File: src/sv/fixed_vertex_matrix_transform_unit_assert.svh
// Assertion macros shared by the transform unit modules.
// Each macro samples on clk_i and is disabled while rst_ni is low.
`ifndef FIXED_VERTEX_MATRIX_TRANSFORM_UNIT_ASSERT_SVH
`define FIXED_VERTEX_MATRIX_TRANSFORM_UNIT_ASSERT_SVH

`ifndef SYNTHESIS

`define FVM_ASSERT(lbl, prop, msg) \
  lbl: assert property (@(posedge clk_i) disable iff (!rst_ni) prop) \
    else $error(msg);

`define FVM_ASSERT_NEVER(lbl, cond, msg) \
  lbl: assert property (@(posedge clk_i) disable iff (!rst_ni) !(cond)) \
    else $error(msg);

`else

`define FVM_ASSERT(lbl, prop, msg)

`define FVM_ASSERT_NEVER(lbl, cond, msg)

`endif

`endif

File: src/sv/fvm_pkg.sv
package fvm_pkg;

  // Default number of fraction bits of the fixed-point format.
  localparam int unsigned FVM_FRAC_BITS = 16;

  // Number of vector components and so of lanes.
  localparam int unsigned FVM_DIM = 4;

  // Item kinds.
  localparam logic KIND_LOAD   = 1'b0;
  localparam logic KIND_VERTEX = 1'b1;

  // Input word.
  typedef struct packed {
    logic              kind;
    logic [3:0]        entry_index;
    logic signed [31:0] entry_value;
    logic signed [31:0] in_x;
    logic signed [31:0] in_y;
    logic signed [31:0] in_z;
    logic signed [31:0] in_w;
  } fvm_in_t;

  // Result word.
  typedef struct packed {
    logic signed [31:0] out_x;
    logic signed [31:0] out_y;
    logic signed [31:0] out_z;
    logic signed [31:0] out_w;
  } fvm_out_t;

  // Control carried alongside the product stage.
  typedef struct packed {
    logic valid;
    logic vec3;
  } fvm_ctrl_t;

endpackage

File: src/sv/fvm_matrix.sv
module fvm_matrix #(
  parameter int unsigned FRAC_BITS = fvm_pkg::FVM_FRAC_BITS
) (
  input  logic                clk_i,
  input  logic                rst_ni,
  input  logic                we_i,
  input  logic [3:0]          idx_i,
  input  logic [31:0]         val_i,
  output logic [3:0][3:0][31:0] rows_o
);
  import fvm_pkg::*;

  `include "fixed_vertex_matrix_transform_unit_assert.svh"

  localparam logic [31:0] One = 32'd1 << FRAC_BITS;

  logic [31:0] m_q [16];

  // Matrix store: identity after reset, one entry written per load word.
  always_ff @(posedge clk_i or negedge rst_ni) begin
    if (!rst_ni) begin
      for (int k = 0; k < 16; k++) begin
        m_q[k] <= ((k % 5) == 0) ? One : 32'd0;
      end
    end else if (we_i) begin
      m_q[idx_i] <= val_i;
    end
  end

  // Each lane sees its own row at a fixed place.
  always_comb begin
    for (int c = 0; c < FVM_DIM; c++) begin
      for (int i = 0; i < FVM_DIM; i++) begin
        rows_o[c][i] = m_q[c * 4 + i];
      end
    end
  end

  `FVM_ASSERT(a_entry_written, we_i |=> m_q[$past(idx_i)] == $past(val_i), "matrix entry not written")

endmodule

File: config.mk
export PLATFORM = sky130hd
export DESIGN_NAME = fvm_matrix
export DESIGN_NICKNAME = d
export VERILOG_FILES = /design/src/sv/fvm_pkg.sv /design/src/sv/fvm_matrix.sv
export VERILOG_INCLUDE_DIRS = /design/src /design/src/sv
export SDC_FILE = /design/constraint.sdc
export NUM_CORES = 1
export LEC_CHECK = 0
export BUFFER_PORTS_ARGS = -buffer_cell sky130_fd_sc_hd__buf_4
export CORE_AREA = 4 4 211 213
export CTS_BUF_LIST = sky130_fd_sc_hd__clkbuf_8
export DETAILED_ROUTE_END_ITERATION = 7
export DIE_AREA = 0 0 215 217
export PLACE_DENSITY = 0.8
export SLEW_MARGIN = 20
export SYNTH_ARGS = -nofsm -noshare
export SYNTH_HDL_FRONTEND = slang
export SYNTH_SLANG_ARGS = --single-unit
File: constraint.sdc
create_clock -name clk_i -period 1.9 [get_ports clk_i]
set_input_delay 0.095 -clock clk_i [delete_from_list [all_inputs] [get_ports clk_i]]
set_output_delay 0.095 -clock clk_i [all_outputs]
set_load 0.02 [all_outputs]
# After elaboration in Yosys (flattened, before gate mapping)
# Cells that the tools add are included.
dict set report word_totals {
  regBits 512
}
dict set report op_classes {
  magnitude_cmp 2
  n_mux 3
  n_bitwise 1
  n_reduce_logical 1
}
# op count
set ops {}
lappend ops {{512-bit bitwise mux} 1}
lappend ops {{32-bit demux with 4-bit select} 1}
lappend ops {{32-bit two-way mux} 1}
lappend ops {{5-bit greater-or-equal comparator (second input constant)} 1}
lappend ops {{5-bit by 1-bit less-than comparator with 1-bit output (second input constant)} 1}
lappend ops {{4-bit NOT with 5-bit output} 1}
lappend ops {{1-bit logical AND} 1}

# Longest topological paths before layout
dict set report depth {
  depth_word 6
  depth_mapped 5
  depth_no_buf 3
}

# Least setup slack after synthesis
# Ideal clock, no wire load.
dict set report synth_timing {
  path_type {input -> register}
  startpoint {input port idx_i[3]}
  endpoint {register m_q (netlist bit rows_o[131])}
  setup_ns 0.128
  arrival_ns 1.202
  path_slack_ns 0.571
  cell_stages 5
  path_buffers 2
  cell_sequence {nand3b_1 > or3_1 > clkbuf_1 > buf_2 > mux2_1}
}
dict set report synth_between {
  elab_chain_len 6
}
# item line
set synth_rtl {}
lappend synth_rtl {{from (decl)} fvm_matrix.sv:7} ;# input logic [3:0] idx_i,
lappend synth_rtl {{4-bit NOT with 5-bit output (implied by the code) (*)} fvm_matrix.sv:26} ;# m_q[idx_i] <= val_i;
lappend synth_rtl {{5-bit greater-or-equal comparator (implied by the code) / 5-bit by 1-bit less-than comparator with 1-bit output (equally long branches)} fvm_matrix.sv:26}
lappend synth_rtl {{1-bit logical AND (implied by the code)} fvm_matrix.sv:26}
lappend synth_rtl {{32-bit two-way mux (implied by the code)} fvm_matrix.sv:26}
lappend synth_rtl {{32-bit demux with 4-bit select (*)} fvm_matrix.sv:26}
lappend synth_rtl {{512-bit bitwise mux (*)} fvm_matrix.sv:26}
lappend synth_rtl {{to (signal, indexed assignment)} fvm_matrix.sv:23} ;# m_q[k] <= ((k % 5) == 0) ? One : 32'd0;
lappend synth_rtl {{to (signal, indexed assignment)} fvm_matrix.sv:26}
lappend synth_rtl {{to (decl)} fvm_matrix.sv:17} ;# logic [31:0] m_q [16];
# Every way passes the cells marked *; elsewhere a longest branch is shown, timed or not.
# A chain may end at the register's enable or synchronous reset.

==> flow_metrics.env <==
export IMPL_die_area_um2=46660
export IMPL_drtPass1Iterations=4
export IMPL_netSwitchingFraction_pct=33.05
export IMPL_crit_path_end_kind="flop"
export IMPL_seq_area_frac_synth_pct=67.09
export IMPL_p_leak_nw=12.68
export IMPL_drive_gt1_share_pct=67.65
export IMPL_overflow=0
export IMPL_yosys_area_top_type="dfrtp_1"
export IMPL_setup_viol=0
export IMPL_largest_register_ffs=512
export IMPL_clock_sinks=512
export IMPL_placementRows=76
export IMPL_synth_common_cells="dfrtp_1, mux2_2, buf_2"
export IMPL_combPwrFrac_pct=31.3
export IMPL_drtIter0Drc=762
export IMPL_synth_cell_type_count=16
export IMPL_dominantRegCellSynth="dfrtp_1"
export IMPL_io_buffers=550
export IMPL_post_cts_buffers=0
export IMPL_pin_count=551
export IMPL_pwr_share_seq_pct=41.9
export IMPL_status="finished clean"
export IMPL_core_um2=42700
export IMPL_clkPwrFrac_pct=26.8
export IMPL_clkLatencyLatePin_ns=0.65
export IMPL_grt_pass1_wl_um=89820
export IMPL_synth_ff_latch_count=512
export IMPL_max_freq_mhz=548.8
export IMPL_die_y_um=217
export IMPL_via_per_inst=5.283
export IMPL_cap_violations=0
export IMPL_place_ws_ns=0.2611
export IMPL_crit_arrival_ns=2.34
export IMPL_synthArstFlopShare_pct=100.0
export IMPL_syn2layout_area_growth_pct=37.81
export IMPL_cts_max_level=3
export IMPL_finalClockSkew_ns=0
export IMPL_vias=12537
export IMPL_rsz0062_at_grt="no"
export IMPL_grt_pass1_vias=13703
export IMPL_finalHoldViolations=0
export IMPL_initial_core_util_pct=44.75
export IMPL_tritoncts="built"
export IMPL_vdd_drop_max_v=0.0008610
export IMPL_rrSetupSlack_ns=1.07
export IMPL_synth_nets=1172
export IMPL_tightest_slew_ns=1.010
export IMPL_synth_edf_count=0
export IMPL_p_sw_mw=11.84
export IMPL_finalWeightedCongestion=0.8135
export IMPL_numCtsBuffers=84
export IMPL_cts_root_buf="clkbuf_8"
export IMPL_routed_wl_um=59920
export IMPL_worst_setup_path_type="in2reg"
export IMPL_critPathMaxFanout=16
export IMPL_antenna_found_initial=0
export IMPL_wl_per_cell_um=25.25
export IMPL_yosysWarnings=0
export IMPL_netlist_instances=1133
export IMPL_synth_area_um2=19110
export IMPL_cp_required_ns=2.41
export IMPL_finalWorstSetupSlack_ns=0.07774
export IMPL_finalCoreUtilization_pct=61.67
export IMPL_internal_power_mw=23.98
export IMPL_ys_top_cells_by_area="dfrtp_1, mux2_2, buf_2"
export IMPL_dp_hpwl_um=40930
export IMPL_ant_nets=0
export IMPL_min_period_ns=1.822
export IMPL_hold_slack_ns=0.07014
export IMPL_grt_max_degree=88
export IMPL_slew_violations=0
export IMPL_track_usage_pct=25.38
export IMPL_clockBufferDepth=3
export IMPL_avgSynthCellArea_um2=16.86
export IMPL_yosys_area_top_type_share_pct=66.54
export IMPL_slew_headroom_pct=32.44
export IMPL_clk_pin_slew_worst_paths_ns=0.06
export IMPL_finalSetupTns_ns=0
export IMPL_dp_cells=2191
export IMPL_min_period_over_period_pct=95.91
export IMPL_fin_cells=2373
export IMPL_final_nets=1809
export IMPL_yosysMostFrequentCell="dfrtp_1"
export IMPL_worst_setup_path_start_kind="input pin"
export IMPL_n_antenna_cell=0
export IMPL_dieWidth_um=215
export IMPL_p_per_area_nw_per_um2=1360
export IMPL_hp_class="in2async"
export IMPL_drc=0
## area by class of cell
class / instances / area (um2)
tap: 546 / 683.2
fill: 3118 / 16370
sequential: 512 / 12820
timing repair buffer: 636 / 5157
clock inverter: 34 / 188.9
multi-input combinational: 536 / 5983
clock buffer: 109 / 1500
## layout by cell type, fill, tap and decap left out, drive strengths merged, types with 4 or more instances in the layout
cell | synthesis | final
nand2b | 4 | 4
clkinv | 0 | 4
dfstp | 4 | 4
dfrtp | 508 | 508
mux2 | 512 | 512
buf | 48 | 597
clkbuf | 37 | 110
nor2 | 10 | 10
dlygate4sd3 | 0 | 38
inv | 0 | 27
## power by group through the flow
stage                     clock [mW]  sequential, mW  combinational, mW
after floorplan                    0            18.0               2.33
after global placement             0            15.0               11.0
after detailed placement           0            15.1               11.2
after CTS                       9.85            15.0               11.3
after global routing            10.4            15.3               11.7
final                           9.61            15.0               11.2
## critical path: stages
cell and delay (ns):
dlygate4sd3_1 0.56, buf_4 0.13, nand3b_1 0.11, dlygate4sd3_1 0.58, or3_4 0.38, buf_12 0.17, mux2_2 0.29
## routing by layer
metal / vias up / GRT usage [%] / part of all wire (%)
met5: - / 0 / 0
met4: 0 / 9.942 / 3.3
met3: 110 / 8.140 / 8.3
met2: 529 / 41.78 / 49
met1: 6646 / 31.50 / 40
li1: 5252 / - / -
## cell families (layout without fill, tap and decap cells)
logic type | Yosys count | in the layout | synth area share, %
buf+inv | 85 | 779 | 2.063
simple gates | 24 | 24 | 0.6745
flops | 512 | 512 | 67.09
mux | 512 | 512 | 30.18
## what timing repair did
item / CTS / global route
gates resized for setup: 0 / 1
hold buffers: 38 / 0
endpoints found under the setup margin: 0 / 31
endpoints found under the hold margin: 1023 / 0
## worst paths after layout
check,from,end,cells after the start
setup / recovery,we_i,rows_o[267],7
hold / removal,rst_ni,rows_o[157],3
setup reg to reg,rows_o[401],rows_o[401],1
hold reg to reg,rows_o[102],rows_o[102],1
max in group asynchronous,rst_ni,rows_o[29],3
min in group clk_i,idx_i[3],rows_o[86],5
## stage by stage
stage | area (um2) | total power [mW]
floorplan | 19110 | 20.37
global placement | 24230 | 25.95
CTS | 26300 | 36.09
finish | 26330 | 35.82
detailed placement | 24230 | 26.29
global route | 26330 | 37.33
(Power assumes the default switching activity.)
