===== config.mk =====
export PLATFORM = sky130hd
export DESIGN_NAME = fvm_merge
export DESIGN_NICKNAME = d
export VERILOG_FILES = /design/src/sv/fvm_pkg.sv /design/src/sv/fvm_merge.sv
export VERILOG_INCLUDE_DIRS = /design/src /design/src/sv
export SDC_FILE = /design/constraint.sdc
export NUM_CORES = 1
export LEC_CHECK = 0
export ABC_AREA = 1
export ABC_CLOCK_PERIOD_IN_PS = 9400
export BUFFER_PORTS_ARGS = -buffer_cell sky130_fd_sc_hd__clkbuf_2
export CORE_MARGIN = 4
export CORE_UTILIZATION = 42
export DETAILED_ROUTE_END_ITERATION = 8
export GPL_TIMING_DRIVEN = 0
export PLACE_DENSITY_LB_ADDON = 0.08
export SLEW_MARGIN = 20
export SYNTH_ARGS = -nofsm -noshare
export SYNTH_HDL_FRONTEND = slang
export SYNTH_SLANG_ARGS = --single-unit
export TNS_END_PERCENT = 10

===== constraint.sdc =====
create_clock -name clk_i -period 9.4 [get_ports clk_i]
set_clock_uncertainty 0.05 [all_clocks]
set_input_delay 0 -clock clk_i [delete_from_list [all_inputs] [get_ports clk_i]]
set_output_delay 0 -clock clk_i [all_outputs]
set_load 0.05 [all_outputs]

===== src/sv/fixed_vertex_matrix_transform_unit_assert.svh =====
// Assertion macros shared by the transform unit modules.
// Each macro samples on clk_i and is disabled while rst_ni is low.
`ifndef FIXED_VERTEX_MATRIX_TRANSFORM_UNIT_ASSERT_SVH
`define FIXED_VERTEX_MATRIX_TRANSFORM_UNIT_ASSERT_SVH

`ifndef SYNTHESIS

`define FVM_ASSERT(lbl, prop, msg) \
  lbl: assert property (@(posedge clk_i) disable iff (!rst_ni) prop) \
    else $error(msg);

`define FVM_ASSERT_NEVER(lbl, cond, msg) \
  lbl: assert property (@(posedge clk_i) disable iff (!rst_ni) !(cond)) \
    else $error(msg);

`else

`define FVM_ASSERT(lbl, prop, msg)

`define FVM_ASSERT_NEVER(lbl, cond, msg)

`endif

`endif


===== src/sv/fvm_pkg.sv =====
package fvm_pkg;

  // Default number of fraction bits of the fixed-point format.
  localparam int unsigned FVM_FRAC_BITS = 16;

  // Number of vector components and so of lanes.
  localparam int unsigned FVM_DIM = 4;

  // Item kinds.
  localparam logic KIND_LOAD   = 1'b0;
  localparam logic KIND_VERTEX = 1'b1;

  // Input word.
  typedef struct packed {
    logic              kind;
    logic [3:0]        entry_index;
    logic signed [31:0] entry_value;
    logic signed [31:0] in_x;
    logic signed [31:0] in_y;
    logic signed [31:0] in_z;
    logic signed [31:0] in_w;
  } fvm_in_t;

  // Result word.
  typedef struct packed {
    logic signed [31:0] out_x;
    logic signed [31:0] out_y;
    logic signed [31:0] out_z;
    logic signed [31:0] out_w;
  } fvm_out_t;

  // Control carried alongside the product stage.
  typedef struct packed {
    logic valid;
    logic vec3;
  } fvm_ctrl_t;

endpackage


===== src/sv/fvm_merge.sv =====
module fvm_merge #(
  parameter int unsigned FRAC_BITS = fvm_pkg::FVM_FRAC_BITS
) (
  input  logic                clk_i,
  input  logic                rst_ni,
  input  fvm_pkg::fvm_ctrl_t  ctrl_i,
  input  logic [3:0][31:0]    sums_i,
  output logic                take_o,
  output logic                out_valid_o,
  input  logic                out_ready_i,
  output fvm_pkg::fvm_out_t   out_data_o
);
  import fvm_pkg::*;

  `include "fixed_vertex_matrix_transform_unit_assert.svh"

  localparam logic [31:0] One = 32'd1 << FRAC_BITS;

  logic     out_valid_q, out_valid_d;
  logic     vec3_q;
  fvm_out_t out_q, out_d;
  logic     load;

  // The output register takes a new word when empty or being drained.
  assign take_o = !out_valid_q || out_ready_i;
  assign load   = ctrl_i.valid && take_o;

  // Gather the lanes; w is fixed at one in vec3 mode.
  always_comb begin
    out_d.out_x = sums_i[0];
    out_d.out_y = sums_i[1];
    out_d.out_z = sums_i[2];
    out_d.out_w = ctrl_i.vec3 ? One : sums_i[3];
  end

  always_comb begin
    if (load) begin
      out_valid_d = 1'b1;
    end else if (out_ready_i) begin
      out_valid_d = 1'b0;
    end else begin
      out_valid_d = out_valid_q;
    end
  end

  always_ff @(posedge clk_i or negedge rst_ni) begin
    if (!rst_ni) begin
      out_valid_q <= 1'b0;
    end else begin
      out_valid_q <= out_valid_d;
    end
  end

  // Result register.
  always_ff @(posedge clk_i) begin
    if (load) begin
      out_q  <= out_d;
      vec3_q <= ctrl_i.vec3;
    end
  end

  assign out_valid_o = out_valid_q;
  assign out_data_o  = out_q;

  `FVM_ASSERT(a_vec3_w_one, out_valid_q && vec3_q |-> out_q.out_w == One, "vec3 w is not one")

endmodule


==> impl_metrics.env, run 1 <==
export IMPL_outcome="aborted with a tool error"
export IMPL_flow_stopped_at="4_1_cts"
export IMPL_error="[ERROR RSZ-0060] Max buffer count reached."
export IMPL_htreeDepth=4
export IMPL_die_h_um=108
export IMPL_synth_nets=333
export IMPL_postPlaceCellArea_um2=5800
export IMPL_dp_cells=601
export IMPL_clk_path_buf_depth=2
export IMPL_syn_area_um2=4160
export IMPL_die_w_um=108
export IMPL_synth_cells=200
export IMPL_synth_top_area_frac=0.924
export IMPL_post_cts_buffers=0
export IMPL_cts_root_buf="clkbuf_8"
export IMPL_yosys_register_bits=129
export IMPL_numCtsBuffers=17
export IMPL_place_gp_congestion=0.731
export IMPL_syn_area_per_cell_um2=20.8
export IMPL_row_count=36
export IMPL_ys_warnings_count=0
export IMPL_portBuffers=262
export IMPL_seq_area_frac_synth=0.930
export IMPL_ys_types=8
export IMPL_hpwl_um=8170
export IMPL_start_util=0.428
export IMPL_num_io_pins=263
export IMPL_cts_resized_gates=0
export IMPL_ys_top_cells_by_area="edfxtp_1 (92%), inv_1 (3.0%), nor2_1 (2.8%)"
export IMPL_hold_buffers=128
export IMPL_cts_num_sinks=129
export IMPL_synth_top_area_cell="edfxtp_1"
stage by stage:
stage               hold slack, ps  worst slack, ps
detailed placement            -273             7240
global placement              -273             -149
floorplan                     -346             1850
cells in the mapped netlist:
library cell,number
nor2_1,31
edfxtp_1,128
inv_1,33
dfrtp_1,1
or2_1,1
a21oi_1,1
buf_6,3
nand2_1,2
kinds of logic after synthesis:
logic type | Yosys count | share of synthesized area
flops | 129 | 0.930
buf+inv | 36 | 0.0379
compound gates | 1 | 0.00120
simple gates | 34 | 0.0313
==> run 2, diff against run 1 <==
Settings changed: CORE_UTILIZATION 42 to 27, PLACE_DENSITY_LB_ADDON 0.08 to 0.15.
==> run 2 against run 1 <==
Compared with the run above: the run now ends clean; synthesized cell count stayed put; area after synthesis stayed put.
==> impl_metrics.env, run 2 <==
export IMPL_start_kind="flip-flop"
export IMPL_synth_nets=333
export IMPL_outcome="finished, final reports clean"
export IMPL_place_gp_congestion=0.727
export IMPL_synth_edf_count=128
export IMPL_path_common_cell="buf_16"
export IMPL_arrival_ps=2100
export IMPL_multi_input_area_um2=146
export IMPL_antenna_found_initial=0
export IMPL_power_density_nw_per_um2=207
export IMPL_diodes=0
export IMPL_row_count=45
export IMPL_ys_top_cells_by_area="edfxtp_1 (92%), inv_1 (3.0%), nor2_1 (2.8%)"
export IMPL_final_cell_mix="clkbuf_2 (262), dlygate4sd3_1 (134), edfxtp_1 (128)"
export IMPL_grt_max_degree=26
export IMPL_drv_slew=0
export IMPL_ys_types=8
export IMPL_start_util=0.275
export IMPL_area_growth_pct=88.6
export IMPL_num_fill_cells=1269
export IMPL_hpwl_um=7910
export IMPL_grt_setup_unrepaired="no"
export IMPL_synth_top_area_frac=0.924
export IMPL_path_class="flip-flop to flip-flop"
export IMPL_ys_flop_type="edfxtp_1"
export IMPL_die_w_um=132
export IMPL_grt_pass1_vias=3548
export IMPL_synth_top_area_cell="edfxtp_1"
export IMPL_core_um2=15100
export IMPL_worst_pin_slew_ps=547
export IMPL_viasPerCell=3.93
export IMPL_endpoint_kind="flip-flop"
export IMPL_seq_area_frac_synth=0.930
export IMPL_p_leak_nw=3.52
export IMPL_cts_root_buf="clkbuf_16"
export IMPL_async_reset_ff_frac=0.00775
export IMPL_yosys_register_bits=129
export IMPL_synth_cells=200
export IMPL_cts_resized_gates=0
export IMPL_drc=0
export IMPL_fin_total_pwr_mw=1.63
export IMPL_worst_path_max_fanout=22
export IMPL_grt_first_pass_wirelength_um=18300
export IMPL_wire_per_inst_um=14.2
export IMPL_pre_cts_ws_ps=7330
export IMPL_critPathSlowestCell="a21oi_4"
export IMPL_timing_fmax_mhz=490
export IMPL_htreeDepth=4
export IMPL_synth_commonest_cells="edfxtp_1 (128), inv_1 (33), nor2_1 (31)"
export IMPL_ys_warnings_count=0
export IMPL_grt_usage=0.137
export IMPL_min_delay_path_class="primary input to flip-flop"
export IMPL_num_nets_final=754
export IMPL_slew_limit_headroom=0.634
export IMPL_critical_path_required_ps=9460
export IMPL_die_h_um=132
export IMPL_num_vias=3229
export IMPL_cts_num_sinks=129
export IMPL_post_cts_buffers=0
export IMPL_dr_pass1_iters=4
export IMPL_drive_gt1_frac=0.470
export IMPL_drt_iter0_drc=121
export IMPL_setup_viol=0
export IMPL_clkTransAtPathRegs_ps=60
export IMPL_insertion_delay_ps=410
export IMPL_syn_area_um2=4160
export IMPL_yosysMostFrequentCell="edfxtp_1"
export IMPL_num_io_pins=263
export IMPL_gr_total_overflow=0
export IMPL_portBuffers=262
export IMPL_cts_tree="built"
export IMPL_cp_cell_sequence="a21oi_4, buf_16, buf_16, buf_16, buf_16"
export IMPL_max_stage_delay_ps=490
export IMPL_numCtsBuffers=17
export IMPL_min_period_ps=2040
export IMPL_hold_buffers=134
export IMPL_final_hold_violation_count=0
export IMPL_clk_path_buf_depth=2
export IMPL_dieArea_um2=17500
export IMPL_wl_um=11700
export IMPL_vdd_ir_drop_max_uv=110
export IMPL_fin_crit_sh=0.217
export IMPL_final_common_cell="clkbuf_2"
export IMPL_largest_reg_flops=128
export IMPL_seq_area_um2=3870
export IMPL_ant_nets=0
export IMPL_setup_ws_ps=7360
export IMPL_syn_area_per_cell_um2=20.8
export IMPL_drv_cap=0
run 2: cell counts after synthesis:
Identical to the previous run, type by type.
run 2: layer usage:
metal	global-route usage	vias up	share of wire
li1	-	1553	-
met1	0.138	1505	0.36
met2	0.245	157	0.54
met3	0.0611	14	0.088
met4	0.0595	0	0.016
met5	0	-	0
run 2: path summary, 6_finish.rpt:
check,from,end,slack (ps),cells past startpoint
max,out_valid_o,out_data_o[108],7360,5
min,ctrl_i[0],out_data_o[10],60,3
max reg2reg,out_valid_o,out_data_o[108],7360,5
min reg2reg,out_valid_o,out_data_o[106],720,1
max in group asynchronous,rst_ni,out_valid_o,8830,3
min in group asynchronous,rst_ni,out_valid_o,370,3
run 2: power breakdown:
group	switching (mW)	internal, mW
clock	0.234	0.464
combinational	0.159	0.0876
sequential	0.00845	0.672
run 2: final cells by class:
type,instances,share of cell area
Sequential cell,129,0.493
Multi-Input combinational cell,35,0.0187
Buffer,3,0.00430
Tap cell,188,0.0300
Inverter,33,0.0158
Clock buffer,18,0.0547
Clock inverter,14,0.0247
Timing Repair Buffer,402,0.359
run 2: worst max-delay path, delay by kind of cell (launching register included):
kind,cells,cell delay (ps)
flip-flops,1,420
AO/OA/AOI/OAI,1,490
buffers and inverters,4,760
run 2: per-stage QoR:
step | hold WS [ps] | cell area (um2) | util | TNS (ps) | cells
after global routing | 55.9 | 7850 | 0.518 | 0 | 822
after floorplan | -346 | 4160 | - | 0 | 200
after CTS | 32.7 | 7850 | 0.518 | 0 | 822
final | 59.3 | 7850 | 0.518 | 0 | 822
after global placement | -275 | 5710 | 0.377 | -65990 | 650
after detailed placement | -272 | 5880 | 0.389 | 0 | 656
run 2: kinds of logic after synthesis:
kind of cell | Yosys count | synth area share
flip-flops | 129 | 0.930
AO/OA/AOI/OAI | 1 | 0.00120
buffers and inverters | 36 | 0.0379
AND/OR/NAND/NOR | 34 | 0.0313
Power figures use the tool's default switching activity.
